File: config.mk
export PLATFORM = sky130hd
export DESIGN_NAME = calendar_date_add_days_unit
export DESIGN_NICKNAME = d
export VERILOG_FILES = /design/src/rtl/core/cdad_pkg.sv /design/src/rtl/core/calendar_date_add_days_unit.sv
export SDC_FILE = /design/constraint.sdc
export NUM_CORES = 1
export LEC_CHECK = 0
export BUFFER_PORTS_ARGS = -buffer_cell sky130_fd_sc_hd__buf_4
export CAP_MARGIN = 20
export CELL_PAD_IN_SITES_DETAIL_PLACEMENT = 0
export CELL_PAD_IN_SITES_GLOBAL_PLACEMENT = 1
export CORE_ASPECT_RATIO = 1.5
export CORE_UTILIZATION = 47
export DETAILED_ROUTE_END_ITERATION = 10
export PLACE_DENSITY = 0.89
export SLEW_MARGIN = 15
export SYNTH_ARGS = -nofsm -noshare
export SYNTH_HDL_FRONTEND = slang
export SYNTH_SLANG_ARGS = --single-unit
File: constraint.sdc
create_clock -name clk_i -period 6.43 [get_ports clk_i]
set_input_delay 0.3215 -clock clk_i [delete_from_list [all_inputs] [get_ports clk_i]]
set_output_delay 0.3215 -clock clk_i [all_outputs]
set_load 0.005 [all_outputs]
File: src/rtl/core/cdad_pkg.sv
// ----------------------------------------------------------------------------
// Calendar date add days: shared package
// Widths, sequencer states and Gregorian calendar helpers for the date unit.
// ----------------------------------------------------------------------------
`default_nettype none

package cdad_pkg;

  localparam int unsigned MAX_YEAR = 9999;
  localparam int unsigned YR_W     = $clog2(MAX_YEAR + 1);

  localparam int unsigned DAY_W  = 5;
  localparam int unsigned MON_W  = 4;
  localparam int unsigned YEAR_W = 14;
  localparam int unsigned OFF_W  = 17;
  localparam int unsigned T_W    = OFF_W + 1;
  localparam int unsigned RQ_W   = 9;

  localparam int unsigned IN_W  = DAY_W + MON_W + YEAR_W + OFF_W;
  localparam int unsigned OUT_W = ((DAY_W + MON_W + YEAR_W + 7) / 8) * 8;

  localparam int unsigned ERA_YEARS = 400;
  localparam int unsigned ZERO_YEAR = 2000;

  typedef enum logic [2:0] {
    ST_IDLE,
    ST_MOD400,
    ST_DOY,
    ST_YEAR,
    ST_MONTH,
    ST_DONE
  } state_e;

  // Leap status from the year modulo 400.
  function automatic logic is_leap(input logic [RQ_W-1:0] r);
    is_leap = (r[1:0] == 2'd0) && (r != RQ_W'(100)) && (r != RQ_W'(200))
              && (r != RQ_W'(300));
  endfunction

  function automatic logic [8:0] year_days(input logic leap);
    year_days = leap ? 9'd366 : 9'd365;
  endfunction

  function automatic logic [DAY_W-1:0] month_days(input logic [MON_W-1:0] m,
                                                  input logic leap);
    case (m)
      4'd2:    month_days = leap ? 5'd29 : 5'd28;
      4'd4:    month_days = 5'd30;
      4'd6:    month_days = 5'd30;
      4'd9:    month_days = 5'd30;
      4'd11:   month_days = 5'd30;
      default: month_days = 5'd31;
    endcase
  endfunction

  // Days of the year that lie before the first of month m.
  function automatic logic [8:0] days_before(input logic [MON_W-1:0] m,
                                             input logic leap);
    logic [8:0] base;
    case (m)
      4'd2:    base = 9'd31;
      4'd3:    base = 9'd59;
      4'd4:    base = 9'd90;
      4'd5:    base = 9'd120;
      4'd6:    base = 9'd151;
      4'd7:    base = 9'd181;
      4'd8:    base = 9'd212;
      4'd9:    base = 9'd243;
      4'd10:   base = 9'd273;
      4'd11:   base = 9'd304;
      4'd12:   base = 9'd334;
      default: base = 9'd0;
    endcase
    days_before = base + ((leap && (m > 4'd2)) ? 9'd1 : 9'd0);
  endfunction

endpackage

`default_nettype wire

File: src/rtl/core/calendar_date_add_days_unit.sv
// ----------------------------------------------------------------------------
// Calendar date add days unit
// Adds a signed day offset to a Gregorian date by stepping years, then months.
// ----------------------------------------------------------------------------
//
//  Channel | Dir | Signals                  | Content
//  --------+-----+--------------------------+----------------------------------
//  s_axis  | in  | tvalid, tready, tdata    | start date and day offset
//  m_axis  | out | tvalid, tready, tdata,   | result date, saturation flag
//          |     | tuser                    |
//
//  One transfer is worked on at a time; the input is not ready until the
//  result has been taken. Each item runs through a reduction of the year
//  modulo 400, the day-of-year sum, one step per year crossed and one per
//  month step (at most 11); a single adder on the day count does all year
//  and month steps. Reset clears the sequencer only; a stalled result simply
//  holds.
`default_nettype none

module calendar_date_add_days_unit
  import cdad_pkg::*;
(
  input  wire logic             clk_i,
  input  wire logic             rst_ni,
  input  wire logic             s_axis_tvalid,
  output logic                  s_axis_tready,
  // start_day, start_month, start_year, day_offset
  input  wire logic [IN_W-1:0]  s_axis_tdata,
  output logic                  m_axis_tvalid,
  input  wire logic             m_axis_tready,
  // result_day, result_month, result_year, zero fill
  output logic [OUT_W-1:0]      m_axis_tdata,
  // out_of_range
  output logic                  m_axis_tuser
);

  state_e state_q, state_d;

  logic [DAY_W-1:0]        d_q, d_d;
  logic [MON_W-1:0]        m_q, m_d;
  logic [YR_W-1:0]         y_q, y_d;
  logic [YR_W-1:0]         r_q, r_d;
  logic signed [OFF_W-1:0] off_q, off_d;
  logic signed [T_W-1:0]   t_q, t_d;
  logic                    flag_q, flag_d;

  logic [DAY_W-1:0]        in_day;
  logic [MON_W-1:0]        in_mon;
  logic [YEAR_W-1:0]       in_year;
  logic [YR_W-1:0]         r_prev;
  logic                    lp, lp_prev;
  logic [8:0]              ylen;
  logic [DAY_W-1:0]        mlen;
  logic [DAY_W-1:0]        dval;
  logic [8:0]              doy;
  logic signed [T_W-1:0]   addend;
  logic signed [T_W-1:0]   sum;

  assign in_day  = s_axis_tdata[DAY_W-1:0];
  assign in_mon  = s_axis_tdata[DAY_W+MON_W-1:DAY_W];
  assign in_year = s_axis_tdata[DAY_W+MON_W+YEAR_W-1:DAY_W+MON_W];

  assign lp      = is_leap(r_q[RQ_W-1:0]);
  assign r_prev  = (r_q == YR_W'(0)) ? YR_W'(ERA_YEARS - 1) : r_q - YR_W'(1);
  assign lp_prev = is_leap(r_prev[RQ_W-1:0]);
  assign ylen    = year_days(lp);
  assign mlen    = month_days(m_q, lp);
  assign dval    = ((d_q == '0) || (d_q > mlen)) ? DAY_W'(1) : d_q;
  assign doy     = days_before(m_q, lp) + 9'(dval) - 9'd1;
  assign sum     = t_q + addend;

  always_ff @(posedge clk_i or negedge rst_ni) begin
    if (!rst_ni) begin
      state_q <= ST_IDLE;
    end else begin
      state_q <= state_d;
    end
  end

  always_ff @(posedge clk_i) begin
    d_q    <= d_d;
    m_q    <= m_d;
    y_q    <= y_d;
    r_q    <= r_d;
    off_q  <= off_d;
    t_q    <= t_d;
    flag_q <= flag_d;
  end

  always_comb begin
    state_d = state_q;
    d_d     = d_q;
    m_d     = m_q;
    y_d     = y_q;
    r_d     = r_q;
    off_d   = off_q;
    t_d     = t_q;
    flag_d  = flag_q;
    addend  = '0;

    s_axis_tready = (state_q == ST_IDLE);
    m_axis_tvalid = (state_q == ST_DONE);

    case (state_q)
      ST_IDLE: begin
        if (s_axis_tvalid) begin
          d_d    = in_day;
          m_d    = ((in_mon == '0) || (in_mon > MON_W'(12))) ? MON_W'(1) : in_mon;
          if (in_year == '0) begin
            y_d = YR_W'(ZERO_YEAR);
          end else if (32'(in_year) > MAX_YEAR) begin
            y_d = YR_W'(MAX_YEAR);
          end else begin
            y_d = YR_W'(in_year);
          end
          r_d     = y_d;
          off_d   = s_axis_tdata[IN_W-1:IN_W-OFF_W];
          flag_d  = 1'b0;
          state_d = ST_MOD400;
        end
      end
      ST_MOD400: begin
        if (r_q >= YR_W'(ERA_YEARS)) begin
          r_d = r_q - YR_W'(ERA_YEARS);
        end else begin
          state_d = ST_DOY;
        end
      end
      ST_DOY: begin
        d_d     = dval;
        t_d     = T_W'($signed({1'b0, doy})) + T_W'(off_q);
        state_d = ST_YEAR;
      end
      ST_YEAR: begin
        if (t_q < 0) begin
          addend = T_W'($signed({1'b0, year_days(lp_prev)}));
          if (y_q == YR_W'(1)) begin
            d_d     = DAY_W'(1);
            m_d     = MON_W'(1);
            flag_d  = 1'b1;
            state_d = ST_DONE;
          end else begin
            y_d = y_q - YR_W'(1);
            r_d = r_prev;
            t_d = sum;
          end
        end else if (t_q >= T_W'($signed({1'b0, ylen}))) begin
          addend = -T_W'($signed({1'b0, ylen}));
          if (32'(y_q) >= MAX_YEAR) begin
            d_d     = DAY_W'(31);
            m_d     = MON_W'(12);
            flag_d  = 1'b1;
            state_d = ST_DONE;
          end else begin
            y_d = y_q + YR_W'(1);
            r_d = (r_q == YR_W'(ERA_YEARS - 1)) ? YR_W'(0) : r_q + YR_W'(1);
            t_d = sum;
          end
        end else begin
          m_d     = MON_W'(1);
          state_d = ST_MONTH;
        end
      end
      ST_MONTH: begin
        addend = -T_W'($signed({1'b0, mlen}));
        if (t_q >= T_W'($signed({1'b0, mlen}))) begin
          t_d = sum;
          m_d = m_q + MON_W'(1);
        end else begin
          d_d     = t_q[DAY_W-1:0] + DAY_W'(1);
          state_d = ST_DONE;
        end
      end
      ST_DONE: begin
        if (m_axis_tready) begin
          state_d = ST_IDLE;
        end
      end
      default: begin
        state_d = ST_IDLE;
      end
    endcase
  end

  assign m_axis_tdata = OUT_W'({YEAR_W'(y_q), m_q, d_q});
  assign m_axis_tuser = flag_q;

`ifndef SYNTHESIS
  a_one_at_a_time: assert property (@(posedge clk_i) disable iff (!rst_ni)
    !(s_axis_tready && m_axis_tvalid))
    else $error("Input ready while a result is pending.");

  a_busy_after_accept: assert property (@(posedge clk_i) disable iff (!rst_ni)
    (s_axis_tvalid && s_axis_tready) |=> !s_axis_tready)
    else $error("Input still ready after a transfer was accepted.");

  a_month_valid: assert property (@(posedge clk_i) disable iff (!rst_ni)
    m_axis_tvalid |-> ((m_axis_tdata[8:5] != 4'd0) && (m_axis_tdata[8:5] <= 4'd12)))
    else $error("Result month out of range.");

  a_saturated_limits: assert property (@(posedge clk_i) disable iff (!rst_ni)
    (m_axis_tvalid && m_axis_tuser) |->
      ((m_axis_tdata[4:0] == 5'd1) && (m_axis_tdata[8:5] == 4'd1)
       && (m_axis_tdata[22:9] == 14'd1))
      || ((m_axis_tdata[4:0] == 5'd31) && (m_axis_tdata[8:5] == 4'd12)
       && (m_axis_tdata[22:9] == YEAR_W'(MAX_YEAR))))
    else $error("Saturated result is not a limit date.");
`endif

endmodule

`default_nettype wire

Word-level counts from Yosys, hierarchy flattened
Memory sizes are Yosys's and may differ from the RTL's. A register that Yosys moved wholly into a read port is not among the register bits.
Cells that the tools add are included.
- ROM bits: 144
- memories: 1
- register bits: 76
- order comparisons: 9
- equality and inequality tests: 30
- multiplexer cells: 62
- reductions and logical operators: 30
- add/subtract/negate cells: 14
- memory list (memory ; depth ; width ; rd ports ; clocked after Yosys merged registers in ; wr ports ; RTL line ; text):
    (no name shown) ; 16 ; 9 ; 1 ; 1 ; 0 ; cdad_pkg.sv:60 ; case (m)
- operators by type and width (cell ; count):
    $mux W14 ; 14
    $mux W18 ; 7
    $pmux W18 S3 ; 1
    $pmux W14 S3 ; 1
    $pmux W18 S2 ; 1
    $mux W5 ; 7
    $mux W4 ; 8
    $add A14 B1 Y14 const B ; 2
    $logic_not A14 Y1 ; 2
    $pmux W14 S2 ; 1
    $sub A14 B1 Y14 const B ; 2
    $mux W3 ; 8
    $pmux W5 S4 ; 1
    $reduce_and A5 Y1 ; 4
    $add A10 B17 Y18 ; 1
    $add A18 B18 Y18 ; 1
    $ge A18 B10 Y1 ; 1
    $ge A18 B6 Y1 ; 1
    $lt A18 B1 Y1 const B ; 1
    $ne A9 B7 Y1 const B ; 2
    $ne A9 B8 Y1 const B ; 2
    $ne A9 B9 Y1 const B ; 2
    $neg A5 Y18 ; 1
    $neg A9 Y18 ; 1
    other kinds (42) ; 73

Logic depth before layout (Yosys ltp)
- depth in word-level cells: 14
- mapped depth: 32

Worst setup path before layout
OpenSTA, ideal clock, no wires.
- path type: register -> register
- start point: register r_q[4]
- end point: register t_q[9] (data pin)
- stages on the path, launching flop included: 33
- data required time: 6.174 ns
- path buffers: 0
- data arrival time: 5.370 ns
- period minus slack after synthesis: 5.626 ns
- path slack: 0.804 ns
- cell sequence: edfxtp_1 inv_1 ha_1 a41oi_1 o22ai_1 inv_1 o21ai_0 a21oi_1 o21a_1 ha_1 inv_1 a21oi_1 a211oi_1 nor3_1 ha_1 inv_1 ha_1 inv_1 fa_1 nor2b_1 o21ai_0 a21boi_0 o21a_1 nor2_1 xnor2_1 ha_1 o21ai_0 nand2b_1 o41ai_1 o21ai_1 xnor2_1 nor2_1 a31o_2
- longest elaborated chain between the ends: 14
- elaborated cells on any way between the ends: 42
- classes of those cells: 8 x add/sub; 2 x order compare; 6 x eq/ne; 16 x mux; 10 x reduce/logical
- RTL lines (item ; RTL line ; text):
    start, declared ; calendar_date_add_days_unit.sv:42 ; logic [YR_W-1:0] r_q, r_d;
    start signal, assigned ; calendar_date_add_days_unit.sv:84 ; r_q <= r_d;
    parallel branches: the longest is 13 deep, another holds $add A10 B17 Y18 ; n/a ;
    $pmux W18 S3 * ; calendar_date_add_days_unit.sv:104 ; case (state_q)
    via t_d[9] ; calendar_date_add_days_unit.sv:44 ; logic signed [T_W-1:0] t_q, t_d;
    end signal, assigned ; calendar_date_add_days_unit.sv:86 ; t_q <= t_d;
    end, declared ; calendar_date_add_days_unit.sv:44 ;
Mark *: on every way through the listed nets, which the timed path passes. The select of a mux whose other input is x is not followed.
A chain may end at the register's enable or synchronous reset.

Final worst setup path
- start point: register r_q[5]
- end point: register t_q[17] (data pin)
The elaborated chain is that of the path after synthesis.

==> flow_summary.json <==
{
  "area_growth_pct": 14.4,
  "start_util": 0.484,
  "multiInputGateArea_mm2": 0.00481,
  "ys_top_cells_by_area": "edfxtp_1 (29%), ha_1 (12%), a21oi_1 (5.7%)",
  "io_buffers": 69,
  "synthArstFlopShare": 0.0353,
  "cts_buffers": 9,
  "antenna_found_initial": 0,
  "required_ps": 6500,
  "cp_max_fo": 7,
  "cp.arrival_ps": 5950,
  "ys_ff_latch": 85,
  "cp_slowest_cell": "edfxtp_1",
  "syn_nets": 996,
  "layout-drive-gt1-share": 0.139,
  "hold_class": "primary input to flop",
  "clock_skew_ps": 7.40,
  "clock_path_buffers": 2,
  "worst_setup_path_end_kind": "flop",
  "regArea_mm2": 0.00245,
  "clock_latency_ps": 350,
  "yosysTopAreaCellShare": 0.289,
  "crit_type": "flop to flop",
  "startpoint_type": "flop",
  "dieArea_mm2": 0.0167,
  "grt_pass1_wl_um": 32700,
  "drtIter0Drc": 340,
  "ys_warn_count": 0,
  "fin_crit_sh": 0.914,
  "yosysUniqueCellTypes": 85,
  "track_usage": 0.249,
  "vias": 6765,
  "syn_area_per_cell_um2": 8.66,
  "worst_pin_slew_ps": 1070,
  "powerDensity_mw_per_mm2": 638,
  "row_count": 56,
  "core_area_mm2": 0.0157,
  "path_clk_slew_ps": 70,
  "drt-total-wl_um": 20200,
  "reg2reg_slack_ps": 550,
  "relSlewSlack": 0.286,
  "setup_viol": 0,
  "cts-root-buf": "clkbuf_16",
  "postLayoutSetupSlackWorst_ps": 551,
  "synthTopCellsByCount": "a21oi_1 (87), nor2_1 (80), edfxtp_1 (73)",
  "globalplace.congestion": 0.917,
  "clock_sinks": 85,
  "synth.most_common_cell": "a21oi_1",
  "hold_slack_ps": 146,
  "hold_viol": 0,
  "io_pins": 71,
  "syn-instance-count": 877,
  "fill_cells": 1494,
  "drc_errors": 0,
  "grt_start_max_net_pins": 27,
  "synth_edf_count": 73,
  "leakage_nw": 3.57,
  "tritoncts": "done",
  "htree_levels": 3,
  "dp_slack_ps": 235,
  "yosys_most_used_dff": "edfxtp_1",
  "rsz0062_at_grt": "no",
  "die_w_um": 106,
  "dr.pass1.iters": 5,
  "placed_cells": 1134,
  "die_h_um": 158,
  "maxSlewViolCount": 0,
  "viasPerCell": 5.88,
  "diodes": 0,
  "dpl.hpwl_um": 15800,
  "max_freq_mhz": 170,
  "ys_seq_area_frac": 0.322,
  "finalCriticalPeriod_ps": 5880,
  "wl_per_cell_um": 17.6,
  "cap_viol_max_count": 0,
  "fin_cells": 1151,
  "syn-cell-area_mm2": 0.00760,
  "fin_tns_setup_ps": 0,
  "gr-total-overflow": 0,
  "grt_pass1_vias": 6600,
  "ant_nets": 0,
  "slowest_delay_ps": 490,
  "peakVddDrop_mv": 0.514,
  "yosysTopAreaCell": "edfxtp_1",
  "nets": 1062,
  "outcome": "complete, no violations"
}
[final cells by class]
class                   instances  area share
multi-input cells             702       0.553
flip-flops and latches         85       0.282
repair buffers                 87      0.0754
well taps                     203      0.0292
clock buffers                   9      0.0259
inverters                      58      0.0252
clock inverters                 7     0.00936
[timing repair]
item                                    4_1_cts  5_1_grt
gates resized for setup                       0        5
endpoints found under the setup margin        0        9
endpoints found under the hold margin         3        0
hold buffers                                  1        0
setup buffers                                 0        0
[final timing paths]
path                       cells after the start                      to                 from
max in group asynchronous                      2  state_q[2]$_DFFE_PN0P_               rst_ni
hold reg to reg                                2       t_q[14]$_DFFE_PP_  off_q[14]$_DFFE_PP_
min in group asynchronous                      2  state_q[1]$_DFFE_PN0P_               rst_ni
hold / removal                                 1      off_q[8]$_DFFE_PP_     s_axis_tdata[31]
setup / recovery                              32       t_q[17]$_DFFE_PP_     r_q[5]$_DFFE_PP_
setup reg to reg                              32       t_q[17]$_DFFE_PP_     r_q[5]$_DFFE_PP_
[power by group]
group	switching [mW]	leakage [nW]	internal, mW
Clock	0.246	0.153	0.309
Combinational	2.08	2.62	1.59
Sequential	0.292	0.799	1.03
[logic make-up (layout without fill, tap and decap cells)]
kind of cell	count (synthesis)	after routing	synth area share
buf+inv	90	161	0.0471
flops	85	85	0.322
simple gates	298	298	0.198
fa+ha+maj	75	75	0.126
compound gates	244	244	0.205
xor+xnor	73	73	0.0842
mux	11	11	0.0173
other cells	1	1	0.000494
[per-stage QoR]
step,utilization,area [um^2],power (mW)
3_3_place_gp,0.532,8350,4.86
3_5_place_dp,0.533,8360,4.92
5_1_grt,0.554,8690,6.08
4_1_cts,0.553,8680,5.50
2_1_floorplan,-,7600,4.04
6_report,0.554,8690,5.54
[critical path: cells and delay by family (launching register included)]
family	cells	cell delay, ps
flops	1	490
compound gates	15	2460
fa+ha+maj	6	1620
simple gates	5	540
buf+inv	5	360
xor+xnor	1	140
[routing by layer]
metal	wire, um	part of all wire	global-route usage	up-vias
met3	864	0.043	0.0296	49
met1	7900	0.39	0.275	3165
met4	649	0.032	0.107	0
li1	-	-	-	3347
met2	10800	0.53	0.474	204
met5	0	0	0	-
[layout by cell type (no fill, tap or decap), drive strengths merged, types with 25 or more instances in the layout]
cell and instances:
nor3 25, inv 60, nand2 68, o21ai 57
edfxtp 73, xnor2 49, nand3 38, ha 72
nor2 82, buf 86, a21oi 88
No activity file was read; power rests on OpenSTA's default activity.
